--- src/design/bitmap_block_allocator_assert.svh ---
// ----------------------------------------------------------------------------
// bitmap_block_allocator_assert.svh
// assertion macros shared by the allocator modules
// ----------------------------------------------------------------------------
`ifndef BITMAP_BLOCK_ALLOCATOR_ASSERT_SVH
`define BITMAP_BLOCK_ALLOCATOR_ASSERT_SVH

`ifndef SYNTHESIS

// same-cycle implication, sampled on clk, off during reset
`define BBA_ASSERT_IMP(label, ante, cons) \
    label: assert property (@(posedge clk) disable iff (!rst_n) (ante) |-> (cons)) \
        else $error("bitmap allocator check failed");

// next-cycle implication, sampled on clk, off during reset
`define BBA_ASSERT_NXT(label, ante, cons) \
    label: assert property (@(posedge clk) disable iff (!rst_n) (ante) |=> (cons)) \
        else $error("bitmap allocator check failed");

`else

`define BBA_ASSERT_IMP(label, ante, cons)
`define BBA_ASSERT_NXT(label, ante, cons)

`endif

`endif

--- src/design/bba_pkg.sv ---
// ----------------------------------------------------------------------------
// bba_pkg
// types and constants shared by the bitmap block allocator
// ----------------------------------------------------------------------------
package bba_pkg;

    localparam int OFF_W   = 26;
    localparam int SIZE_W  = 16;
    localparam int INDEX_W = 10;
    localparam int FREE_W  = 11;
    localparam int WORD_W  = 64;

    typedef enum logic
    {
        OP_ALLOC   = 1'b0,
        OP_RELEASE = 1'b1
    } op_t;

    typedef enum logic [2:0]
    {
        ST_OK     = 3'd0,
        ST_FULL   = 3'd1,
        ST_RANGE  = 3'd2,
        ST_ALIGN  = 3'd3,
        ST_DOUBLE = 3'd4
    } status_t;

    typedef struct packed
    {
        op_t                operation;
        logic [OFF_W-1:0]   release_offset;
    } bba_req_t;

    typedef struct packed
    {
        status_t            status;
        logic [INDEX_W-1:0] block_index;
        logic [OFF_W-1:0]   byte_offset;
        logic [FREE_W-1:0]  free_count;
        logic               all_free;
    } bba_rsp_t;

    // controller to datapath
    typedef struct packed
    {
        logic    start;
        logic    rd_scan;
        logic    scan_adv;
        logic    find;
        logic    alloc_commit;
        logic    div_start;
        logic    rd_rel;
        logic    rel_commit;
        logic    load_out;
        status_t code;
    } bba_cmd_t;

    // datapath to controller
    typedef struct packed
    {
        logic count_zero;
        logic out_of_range;
        logic div_done;
        logic misaligned;
        logic word_full;
        logic bit_set;
    } bba_sts_t;

endpackage

--- src/design/bba_div.sv ---
// ----------------------------------------------------------------------------
// bba_div
// restoring divider, one quotient bit per cycle, offset by block size
// ----------------------------------------------------------------------------
module bba_div
(
    input  logic                        clk,
    input  logic                        rst_n,
    input  logic                        start,
    input  logic [bba_pkg::OFF_W-1:0]   dividend,
    input  logic [bba_pkg::SIZE_W-1:0]  divisor,
    output logic                        done,
    output logic [bba_pkg::OFF_W-1:0]   quotient,
    output logic [bba_pkg::SIZE_W-1:0]  remainder
);
    import bba_pkg::*;

    localparam int CNT_W = $clog2(OFF_W);

    logic               busy_reg;
    logic               done_reg;
    logic [CNT_W-1:0]   cnt_reg;
    logic [OFF_W-1:0]   dvd_reg;
    logic [SIZE_W-1:0]  rem_reg;
    logic [SIZE_W-1:0]  dsr_reg;

    logic [SIZE_W:0]    trial;
    logic               ge;
    logic [SIZE_W:0]    diff;

    assign trial = {rem_reg, dvd_reg[OFF_W-1]};
    assign ge    = trial >= {1'b0, dsr_reg};
    assign diff  = trial - {1'b0, dsr_reg};

    always_ff @(posedge clk or negedge rst_n)
    begin
        if (!rst_n)
        begin
            busy_reg <= 1'b0;
            done_reg <= 1'b0;
            cnt_reg  <= '0;
        end
        else
        begin
            done_reg <= 1'b0;
            if (start)
            begin
                busy_reg <= 1'b1;
                cnt_reg  <= '0;
            end
            else if (busy_reg)
            begin
                if (cnt_reg == CNT_W'(OFF_W - 1))
                begin
                    busy_reg <= 1'b0;
                    done_reg <= 1'b1;
                end
                cnt_reg <= cnt_reg + CNT_W'(1);
            end
        end
    end

    // dividend shifts out at the top while quotient bits enter at the bottom
    always_ff @(posedge clk)
    begin
        if (start)
        begin
            dvd_reg <= dividend;
            rem_reg <= '0;
            dsr_reg <= divisor;
        end
        else if (busy_reg)
        begin
            dvd_reg <= {dvd_reg[OFF_W-2:0], ge};
            rem_reg <= ge ? diff[SIZE_W-1:0] : trial[SIZE_W-1:0];
        end
    end

    assign done      = done_reg;
    assign quotient  = dvd_reg;
    assign remainder = rem_reg;

endmodule

--- src/design/bba_dp.sv ---
// ----------------------------------------------------------------------------
// bba_dp
// allocator datapath: bitmap memory, scan pointer, free count, result register
// ----------------------------------------------------------------------------
`include "bitmap_block_allocator_assert.svh"

module bba_dp
#(
    parameter int WORDS = 16
)
(
    input  logic                        clk,
    input  logic                        rst_n,
    input  logic                        cfg_wr_en,
    input  logic [bba_pkg::SIZE_W-1:0]  cfg_wr_data,
    input  bba_pkg::bba_req_t           req,
    input  bba_pkg::bba_cmd_t           cmd,
    output bba_pkg::bba_sts_t           sts,
    output bba_pkg::bba_rsp_t           rsp
);
    import bba_pkg::*;

    localparam int TOTAL  = WORDS * WORD_W;
    localparam int CNT_W  = $clog2(TOTAL + 1);
    localparam int WA_W   = (WORDS > 1) ? $clog2(WORDS) : 1;
    localparam int IDX_W  = WA_W + 6;
    localparam int PROD_W = (IDX_W + SIZE_W > OFF_W) ? IDX_W + SIZE_W : OFF_W;
    localparam int CMP_W  = (CNT_W + SIZE_W > OFF_W + 1) ? CNT_W + SIZE_W : OFF_W + 1;

    // count of leading ones, six halving steps
    function automatic logic [5:0] lead_ones(input logic [WORD_W-1:0] w);
        logic [WORD_W-1:0] v;
        logic [WORD_W-1:0] top_mask;
        logic [5:0]        pos;
        v   = w;
        pos = '0;
        for (int k = 5; k >= 0; k--)
        begin
            top_mask = ~({WORD_W{1'b1}} >> (1 << k));
            if ((v & top_mask) == top_mask)
            begin
                pos[k] = 1'b1;
                v      = v << (1 << k);
            end
        end
        return pos;
    endfunction

    logic [WORD_W-1:0]  bitmap_mem [WORDS];
    logic [WORDS-1:0]   word_valid_reg;
    logic               rd_valid_reg;
    logic [WORD_W-1:0]  rd_data_reg;

    logic [SIZE_W-1:0]  block_bytes_reg;
    logic [WA_W-1:0]    scan_ptr_reg;
    logic [CNT_W-1:0]   count_reg;
    logic [IDX_W-1:0]   idx_reg;
    logic [OFF_W-1:0]   off_reg;
    logic [CMP_W-1:0]   lim_reg;
    logic               all_free_reg;
    bba_rsp_t           rsp_reg;

    logic [SIZE_W-1:0]  size_eff;
    logic [WORD_W-1:0]  rd_word;
    logic [WORD_W-1:0]  bit_mask;
    logic               mem_re;
    logic               mem_we;
    logic [WA_W-1:0]    rd_addr;
    logic [WA_W-1:0]    wr_addr;
    logic [WORD_W-1:0]  wr_word;
    logic [PROD_W-1:0]  alloc_prod;
    logic               div_done;
    logic [OFF_W-1:0]   div_quot;
    logic [SIZE_W-1:0]  div_rem;
    logic               keep_fields;

    assign size_eff = (block_bytes_reg == '0) ? SIZE_W'(1) : block_bytes_reg;
    assign rd_word  = rd_valid_reg ? rd_data_reg : '0;
    assign bit_mask = {1'b1, {(WORD_W-1){1'b0}}} >> idx_reg[5:0];

    assign mem_re  = cmd.rd_scan | cmd.rd_rel;
    assign rd_addr = cmd.rd_scan ? scan_ptr_reg : div_quot[IDX_W-1:6];
    assign mem_we  = cmd.alloc_commit | cmd.rel_commit;
    assign wr_addr = idx_reg[IDX_W-1:6];
    assign wr_word = cmd.alloc_commit ? (rd_word | bit_mask) : (rd_word & ~bit_mask);

    assign alloc_prod = PROD_W'(idx_reg) * PROD_W'(size_eff);

    bba_div u_div
    (
        .clk       (clk),
        .rst_n     (rst_n),
        .start     (cmd.div_start),
        .dividend  (off_reg),
        .divisor   (size_eff),
        .done      (div_done),
        .quotient  (div_quot),
        .remainder (div_rem)
    );

    // bitmap words, registered read
    always_ff @(posedge clk)
    begin
        if (mem_we)
        begin
            bitmap_mem[wr_addr] <= wr_word;
        end
        if (mem_re)
        begin
            rd_data_reg <= bitmap_mem[rd_addr];
        end
    end

    // a word never written reads as all free
    always_ff @(posedge clk or negedge rst_n)
    begin
        if (!rst_n)
        begin
            word_valid_reg <= '0;
            rd_valid_reg   <= 1'b0;
        end
        else
        begin
            if (mem_we)
            begin
                word_valid_reg[wr_addr] <= 1'b1;
            end
            if (mem_re)
            begin
                rd_valid_reg <= word_valid_reg[rd_addr];
            end
        end
    end

    always_ff @(posedge clk or negedge rst_n)
    begin
        if (!rst_n)
        begin
            block_bytes_reg <= SIZE_W'(1);
            scan_ptr_reg    <= '0;
            count_reg       <= CNT_W'(TOTAL);
        end
        else
        begin
            if (cfg_wr_en)
            begin
                block_bytes_reg <= cfg_wr_data;
            end
            if (cmd.scan_adv)
            begin
                scan_ptr_reg <= (scan_ptr_reg == WA_W'(WORDS - 1)) ? '0
                              : scan_ptr_reg + WA_W'(1);
            end
            if (cmd.alloc_commit)
            begin
                count_reg <= count_reg - CNT_W'(1);
            end
            else if (cmd.rel_commit)
            begin
                count_reg <= count_reg + CNT_W'(1);
            end
        end
    end

    assign keep_fields = (cmd.code == ST_OK) || (cmd.code == ST_DOUBLE);

    always_ff @(posedge clk)
    begin
        if (cmd.start)
        begin
            off_reg      <= req.release_offset;
            lim_reg      <= CMP_W'(TOTAL) * CMP_W'(size_eff);
            all_free_reg <= 1'b0;
        end
        if (cmd.find)
        begin
            idx_reg <= {scan_ptr_reg, lead_ones(rd_word)};
        end
        if (cmd.rd_rel)
        begin
            idx_reg <= div_quot[IDX_W-1:0];
        end
        if (cmd.alloc_commit)
        begin
            off_reg <= alloc_prod[OFF_W-1:0];
        end
        if (cmd.rel_commit)
        begin
            all_free_reg <= (count_reg == CNT_W'(TOTAL - 1));
        end
        if (cmd.load_out)
        begin
            rsp_reg.status      <= cmd.code;
            rsp_reg.block_index <= keep_fields ? INDEX_W'(idx_reg) : '0;
            rsp_reg.byte_offset <= keep_fields ? off_reg : '0;
            rsp_reg.free_count  <= FREE_W'(count_reg);
            rsp_reg.all_free    <= all_free_reg;
        end
    end

    assign sts.count_zero   = (count_reg == '0);
    assign sts.out_of_range = CMP_W'(off_reg) >= lim_reg;
    assign sts.div_done     = div_done;
    assign sts.misaligned   = (div_rem != '0);
    assign sts.word_full    = &rd_word;
    assign sts.bit_set      = |(rd_word & bit_mask);

    assign rsp = rsp_reg;

    `BBA_ASSERT_IMP(a_alloc_bit_clear, cmd.alloc_commit, (rd_word & bit_mask) == '0)
    `BBA_ASSERT_NXT(a_alloc_count, cmd.alloc_commit, count_reg == $past(count_reg) - CNT_W'(1))
    `BBA_ASSERT_NXT(a_rel_count, cmd.rel_commit, count_reg == $past(count_reg) + CNT_W'(1))

endmodule

--- src/design/bba_ctrl.sv ---
// ----------------------------------------------------------------------------
// bba_ctrl
// allocator controller: sequences scan, divide, bitmap update and hand-off
// ----------------------------------------------------------------------------
`include "bitmap_block_allocator_assert.svh"

module bba_ctrl
(
    input  logic                clk,
    input  logic                rst_n,
    input  logic                req_valid,
    input  bba_pkg::op_t        req_op,
    output logic                req_ready,
    input  logic                rsp_ready,
    output logic                rsp_valid,
    input  bba_pkg::bba_sts_t   sts,
    output bba_pkg::bba_cmd_t   cmd
);
    import bba_pkg::*;

    typedef enum logic [2:0]
    {
        S_IDLE,
        S_SCAN_RD,
        S_SCAN_CHK,
        S_ALLOC,
        S_RANGE,
        S_DIV,
        S_REL_CHK,
        S_FINISH
    } state_t;

    state_t  state_reg;
    state_t  state_next;
    status_t code_reg;
    status_t code_next;
    logic    rsp_valid_reg;
    logic    rsp_valid_next;

    always_comb
    begin
        cmd            = '0;
        state_next     = state_reg;
        code_next      = code_reg;
        rsp_valid_next = rsp_valid_reg & ~rsp_ready;
        case (state_reg)
            S_IDLE:
            begin
                if (req_valid)
                begin
                    cmd.start = 1'b1;
                    if (req_op == OP_ALLOC)
                    begin
                        if (sts.count_zero)
                        begin
                            code_next  = ST_FULL;
                            state_next = S_FINISH;
                        end
                        else
                        begin
                            state_next = S_SCAN_RD;
                        end
                    end
                    else
                    begin
                        state_next = S_RANGE;
                    end
                end
            end
            S_SCAN_RD:
            begin
                cmd.rd_scan = 1'b1;
                state_next  = S_SCAN_CHK;
            end
            S_SCAN_CHK:
            begin
                if (sts.word_full)
                begin
                    cmd.scan_adv = 1'b1;
                    state_next   = S_SCAN_RD;
                end
                else
                begin
                    cmd.find   = 1'b1;
                    state_next = S_ALLOC;
                end
            end
            S_ALLOC:
            begin
                cmd.alloc_commit = 1'b1;
                code_next        = ST_OK;
                state_next       = S_FINISH;
            end
            S_RANGE:
            begin
                if (sts.out_of_range)
                begin
                    code_next  = ST_RANGE;
                    state_next = S_FINISH;
                end
                else
                begin
                    cmd.div_start = 1'b1;
                    state_next    = S_DIV;
                end
            end
            S_DIV:
            begin
                if (sts.div_done)
                begin
                    if (sts.misaligned)
                    begin
                        code_next  = ST_ALIGN;
                        state_next = S_FINISH;
                    end
                    else
                    begin
                        cmd.rd_rel = 1'b1;
                        state_next = S_REL_CHK;
                    end
                end
            end
            S_REL_CHK:
            begin
                if (sts.bit_set)
                begin
                    cmd.rel_commit = 1'b1;
                    code_next      = ST_OK;
                end
                else
                begin
                    code_next = ST_DOUBLE;
                end
                state_next = S_FINISH;
            end
            S_FINISH:
            begin
                // wait for the output register to free up
                if (!rsp_valid_reg || rsp_ready)
                begin
                    cmd.load_out   = 1'b1;
                    rsp_valid_next = 1'b1;
                    state_next     = S_IDLE;
                end
            end
            default:
            begin
                state_next = S_IDLE;
            end
        endcase
        cmd.code = code_reg;
    end

    always_ff @(posedge clk or negedge rst_n)
    begin
        if (!rst_n)
        begin
            state_reg     <= S_IDLE;
            code_reg      <= ST_OK;
            rsp_valid_reg <= 1'b0;
        end
        else
        begin
            state_reg     <= state_next;
            code_reg      <= code_next;
            rsp_valid_reg <= rsp_valid_next;
        end
    end

    assign req_ready = (state_reg == S_IDLE);
    assign rsp_valid = rsp_valid_reg;

    `BBA_ASSERT_IMP(a_load_slot_free, cmd.load_out, !rsp_valid_reg || rsp_ready)
    `BBA_ASSERT_IMP(a_scan_not_full, state_reg == S_SCAN_RD, !sts.count_zero)
    `BBA_ASSERT_IMP(a_div_done_in_div, sts.div_done, state_reg == S_DIV)

endmodule

--- src/design/bitmap_block_allocator.sv ---
// ----------------------------------------------------------------------------
// bitmap_block_allocator
// fixed-size block allocator over a next-fit bitmap of WORDS 64-bit words
//
// req channel (valid/ready) carries one beat per request: operation 0
// allocates one block, operation 1 releases the block at release_offset.
// rsp channel (valid/ready) returns one beat per request with status, block
// index, byte offset, remaining free count and the all-free flag.
// block size is written through cfg_wr_en/cfg_wr_data between requests.
// one request is in flight at a time; req_ready is high while idle.
// allocate: the controller reads and then checks one bitmap word at a time,
// k words in all (1 to WORDS), on the single bitmap read port, then commits
// the block and hands off; allocate when full goes straight to the hand-off.
// release: a range check, then the 26-step bit-serial divide of the offset
// by the block size, then, if aligned, one bitmap read and, if set, a write.
// reset empties the bitmap (per-word valid bits, no clearing pass), sets the
// free count to WORDS*64, the scan start to word 0 and the block size to 1.
// a stalled rsp beat holds in the output register; the next request is
// taken meanwhile and waits in its last step until that beat leaves.
// ----------------------------------------------------------------------------
module bitmap_block_allocator
#(
    parameter int WORDS = 16
)
(
    input  logic                        clk,
    input  logic                        rst_n,
    input  logic                        cfg_wr_en,
    input  logic [bba_pkg::SIZE_W-1:0]  cfg_wr_data,
    input  logic                        req_valid,
    output logic                        req_ready,
    input  bba_pkg::bba_req_t           req,
    output logic                        rsp_valid,
    input  logic                        rsp_ready,
    output bba_pkg::bba_rsp_t           rsp
);
    import bba_pkg::*;

    bba_cmd_t cmd;
    bba_sts_t sts;

    bba_ctrl u_ctrl
    (
        .clk       (clk),
        .rst_n     (rst_n),
        .req_valid (req_valid),
        .req_op    (req.operation),
        .req_ready (req_ready),
        .rsp_ready (rsp_ready),
        .rsp_valid (rsp_valid),
        .sts       (sts),
        .cmd       (cmd)
    );

    bba_dp
    #(
        .WORDS (WORDS)
    )
    u_dp
    (
        .clk         (clk),
        .rst_n       (rst_n),
        .cfg_wr_en   (cfg_wr_en),
        .cfg_wr_data (cfg_wr_data),
        .req         (req),
        .cmd         (cmd),
        .sts         (sts),
        .rsp         (rsp)
    );

endmodule
--- config.mk ---
export PLATFORM = sky130hd
export DESIGN_NAME = bitmap_block_allocator
export DESIGN_NICKNAME = d
export VERILOG_FILES = /design/src/design/bba_pkg.sv /design/src/design/bba_div.sv /design/src/design/bba_dp.sv /design/src/design/bba_ctrl.sv /design/src/design/bitmap_block_allocator.sv
export VERILOG_INCLUDE_DIRS = /design/src /design/src/design
export SDC_FILE = /design/constraint.sdc
export NUM_CORES = 2
export LEC_CHECK = 0
export ABC_AREA = 1
export BUFFER_PORTS_ARGS = -buffer_cell sky130_fd_sc_hd__buf_2
export CORE_MARGIN = 3
export CORE_UTILIZATION = 55
export CTS_CLUSTER_SIZE = 30
export DETAILED_ROUTE_END_ITERATION = 10
export PLACE_DENSITY = 0.7
export SLEW_MARGIN = 20
export SYNTH_ARGS = -nofsm -noshare
export SYNTH_HDL_FRONTEND = slang
export SYNTH_SLANG_ARGS = --single-unit
--- constraint.sdc ---
create_clock -name clk -period 14.2 [get_ports clk]
set_clock_uncertainty 0.2 [all_clocks]
set_input_delay 2.84 -clock clk [delete_from_list [all_inputs] [get_ports clk]]
set_output_delay 2.84 -clock clk [all_outputs]
set_load 0.03 [all_outputs]
==> flow_summary.toml <==
[critical_path]
crit_arrival_ps = 6890
crit_type = "reg -> reg"
cp-end-kind = "register"
cp_max_fo = 41
rrSetupSlack_ps = 7490
critical_path_required_ps = 14380
start_kind = "register"

[clock_network]
clkTransAtPathRegs_ps = 60
htree_levels = 4
cts_setup_buffers = 0
cts_root_buffer = "clkbuf_16"
cts-buffers-inserted = 135
cts-hold-fix-buffers = 0
post_cts_resized = 0
clock_latency_ps = 780
cts_tree = "built"
cts.path.max_buffers = 3
clock-sinks = 1312

[drt]
vias_per_cell = 6.119
postRouteWirelength_um = 159000
drt_iter0_markers = 4514
drc = 0
ant_nets = 0
dr.pass1.iters = 6
vias = 40640
avgRoutedWirePerCell_um = 23.95

[yosys]
yosysTopAreaCell = "edfxtp_1"
synthDistinctLibCells = 56
yosys_warnings = 0
synth_cells = 5111
async_flop_share_pct = 4.726
synth.area.top_cells = "edfxtp_1 (62%), o21ai_0 (5.7%), nor2_1 (4.5%), nand2_1 (3.8%), fa_1 (3.8%)"
synth_top_cell_area_share_pct = 62.18
syn-num-nets = 5376
synth_edf_count = 1234
ys_ff_latch = 1312
ys.flop_type = "edfxtp_1"
synth_area_um2 = 59590
avgSynthCellArea_um2 = 11.66
ys_seq_area_share_pct = 65.33

[power]
p_switching_uw = 6701
p_int_uw = 9273
comb_power_share_pct = 44.0
p_sw_share_pct = 41.95
total_power_uw = 15970
seq_power_share_pct = 34.5
max-vdd-ir-drop_mv = 0.1876
p_per_area_nw_per_um2 = 242.1
leakage_uw = 0.02433
clock_power_share_pct = 21.5

[timing]
slew_headroom_pct = 21.34
period_share_pct = 47.25
max_freq_mhz = 149.0
tns_ps = 0
drv_slew = 0
setup_viol = 0
period_needed_ps = 6710
rsz0062_at_grt = "false"
finalHoldViolCount = 0
tightest_slew_ps = 1180

[layout]
stdcell_area_um2 = 65990
syn2layout_area_growth_pct = 10.74
multi_input_area_um2 = 18210
drive_above_1_share_pct = 9.702
nets = 5396
stdcell_count = 6641
seq_area_um2 = 38930
largest_reg_flops = 1024
fill_cells = 8180
fin_util_pct = 61.47

[floorplan]
core_area_um2 = 107400
rows = 120
dieHeight_um = 335.2
initial_core_util_pct = 55.51
ioPinCount = 101
dieArea_um2 = 112300
die_w_um = 335.2

[run_status]
status = "completed"

[place]
gp_congestion = 0.9610
port_buffers = 100
post-place-cells = 6396
dp_hpwl_um = 95940
placed_cell_area_um2 = 61580

[global_route]
grt_use_total_pct = 28.15
grt_first_pass_wirelength_um = 239200
grt_pass1_vias = 38500
grt_antenna_before_repair = 5
grt_max_degree = 160
gr-total-overflow = 0

[worst_hold_path]
hold_class = "reg -> reg"

[job]
maxCapViolations = 0
## cells by family (layout without fill, tap and decap cells)
family                     count (synthesis)  in the layout  synth area share, %
and+or+nand+nor                         1623           1623                11.30
xor gates and xnor gates                  45             45               0.6614
other                                      0              2                    0
buffers and inverters                    701            826                4.537
AOI/OAI and AO/OA                       1198           1198                11.92
muxes                                     15             15               0.2834
adders and majority gates                217            217                5.967
DFF                                     1312           1312                65.33
## Yosys cell counts, drive strengths merged, types with 2 or more instances
master / number
xnor2: 25
o211ai: 76
o21bai: 6
nor2: 732
a21o: 2
edfxtp: 1234
a211oi: 2
fa: 112
dfstp: 2
nand4: 27
o32ai: 4
dfrtp: 60
a21boi: 4
o221ai: 186
or2: 14
a21oi: 120
xor2: 20
nand3: 177
nor3: 18
a31oi: 5
inv: 378
o31ai: 4
nand3b: 4
clkbuf: 275
buf: 43
nor4: 38
o22ai: 100
nand2: 611
ha: 105
clkinv: 5
mux2: 15
o21ai: 684
dfxtp: 16
## metal layers
layer	track usage, %	share of wire, %	vias to the layer above
met5	0	0.016	-
met2	44.76	47	1959
li1	-	-	18370
met3	4.000	8.0	309
met1	39.68	41	20000
met4	10.96	3.5	4
## worst paths after layout
path,start,end,depth (start not counted)
hold / removal,u_dp.word_valid_reg[7],u_dp.word_valid_reg[7],2
hold reg to reg,u_dp.word_valid_reg[7],u_dp.word_valid_reg[7],2
max in group asynchronous,rst_n,u_dp.rd_valid_reg,2
min in group asynchronous,rst_n,u_dp.block_bytes_reg[3],2
setup reg to reg,u_dp.idx_reg[3],u_dp.bitmap_mem[14][8],13
setup / recovery,u_dp.idx_reg[3],u_dp.bitmap_mem[14][8],13
## layout make-up
type                    instances  share of cell area (%)
diodes                          2                0.007584
clock buffers                 164                   5.316
clock inverters                78                   1.257
inverters                     383                   2.207
multi-input cells            3098                   27.59
flip-flops and latches       1312                   58.99
well taps                    1403                   2.660
repair buffers                201                   1.962
## stage by stage
step                setup WS (ps)  hold WS [ps]
floorplan                    5270         200.3
global placement             7650         241.3
detailed placement           7488         246.7
CTS                          7468         259.9
global route                 7122         272.6
finish                       7490         259.7
## worst max-delay path, stage by stage, from the launching register on
cell and delay (ps):
edfxtp_1 960, clkinv_1 510, nor2_1 350, nand2_1 110, nor2_1 180, nand3_1 100, o31ai_1 140, nor4_1 110
nand4_1 210, o21ai_1 210, nand2_1 690, clkinv_1 760, nor2_4 960, buf_4 760
## cells in the final DEF, fill, tap and decap left out, drive strengths merged, types with 5 or more instances in the layout
| cell | synthesis | layout |
|---|---|---|
| nor3 | 18 | 18 |
| bufinv | 0 | 9 |
| nand3 | 177 | 177 |
| a31oi | 5 | 5 |
| nand4 | 27 | 27 |
| dfrtp | 60 | 60 |
| edfxtp | 1234 | 1234 |
| clkinv | 5 | 64 |
| fa | 112 | 112 |
| a21oi | 120 | 120 |
| mux2 | 15 | 15 |
| o21ai | 684 | 684 |
| xor2 | 20 | 20 |
| o21bai | 6 | 6 |
| dfxtp | 16 | 16 |
| nor4 | 38 | 38 |
| xnor2 | 25 | 25 |
| nor2 | 732 | 732 |
| o221ai | 186 | 186 |
| clkbuf | 275 | 164 |
| inv | 378 | 384 |
| o22ai | 100 | 100 |
| buf | 43 | 201 |
| o211ai | 76 | 76 |
| ha | 105 | 105 |
| or2 | 14 | 14 |
| nand2 | 611 | 611 |
## power by group through the flow
stage	combinational, µW	clock [µW]	sequential [µW]
finish	7030	3440	5500
global route	7770	3650	5530
CTS	6990	3490	5500
detailed placement	6940	0	5580
global placement	6810	0	5570
floorplan	4690	0	5540
Power figures use the tool's default switching activity.
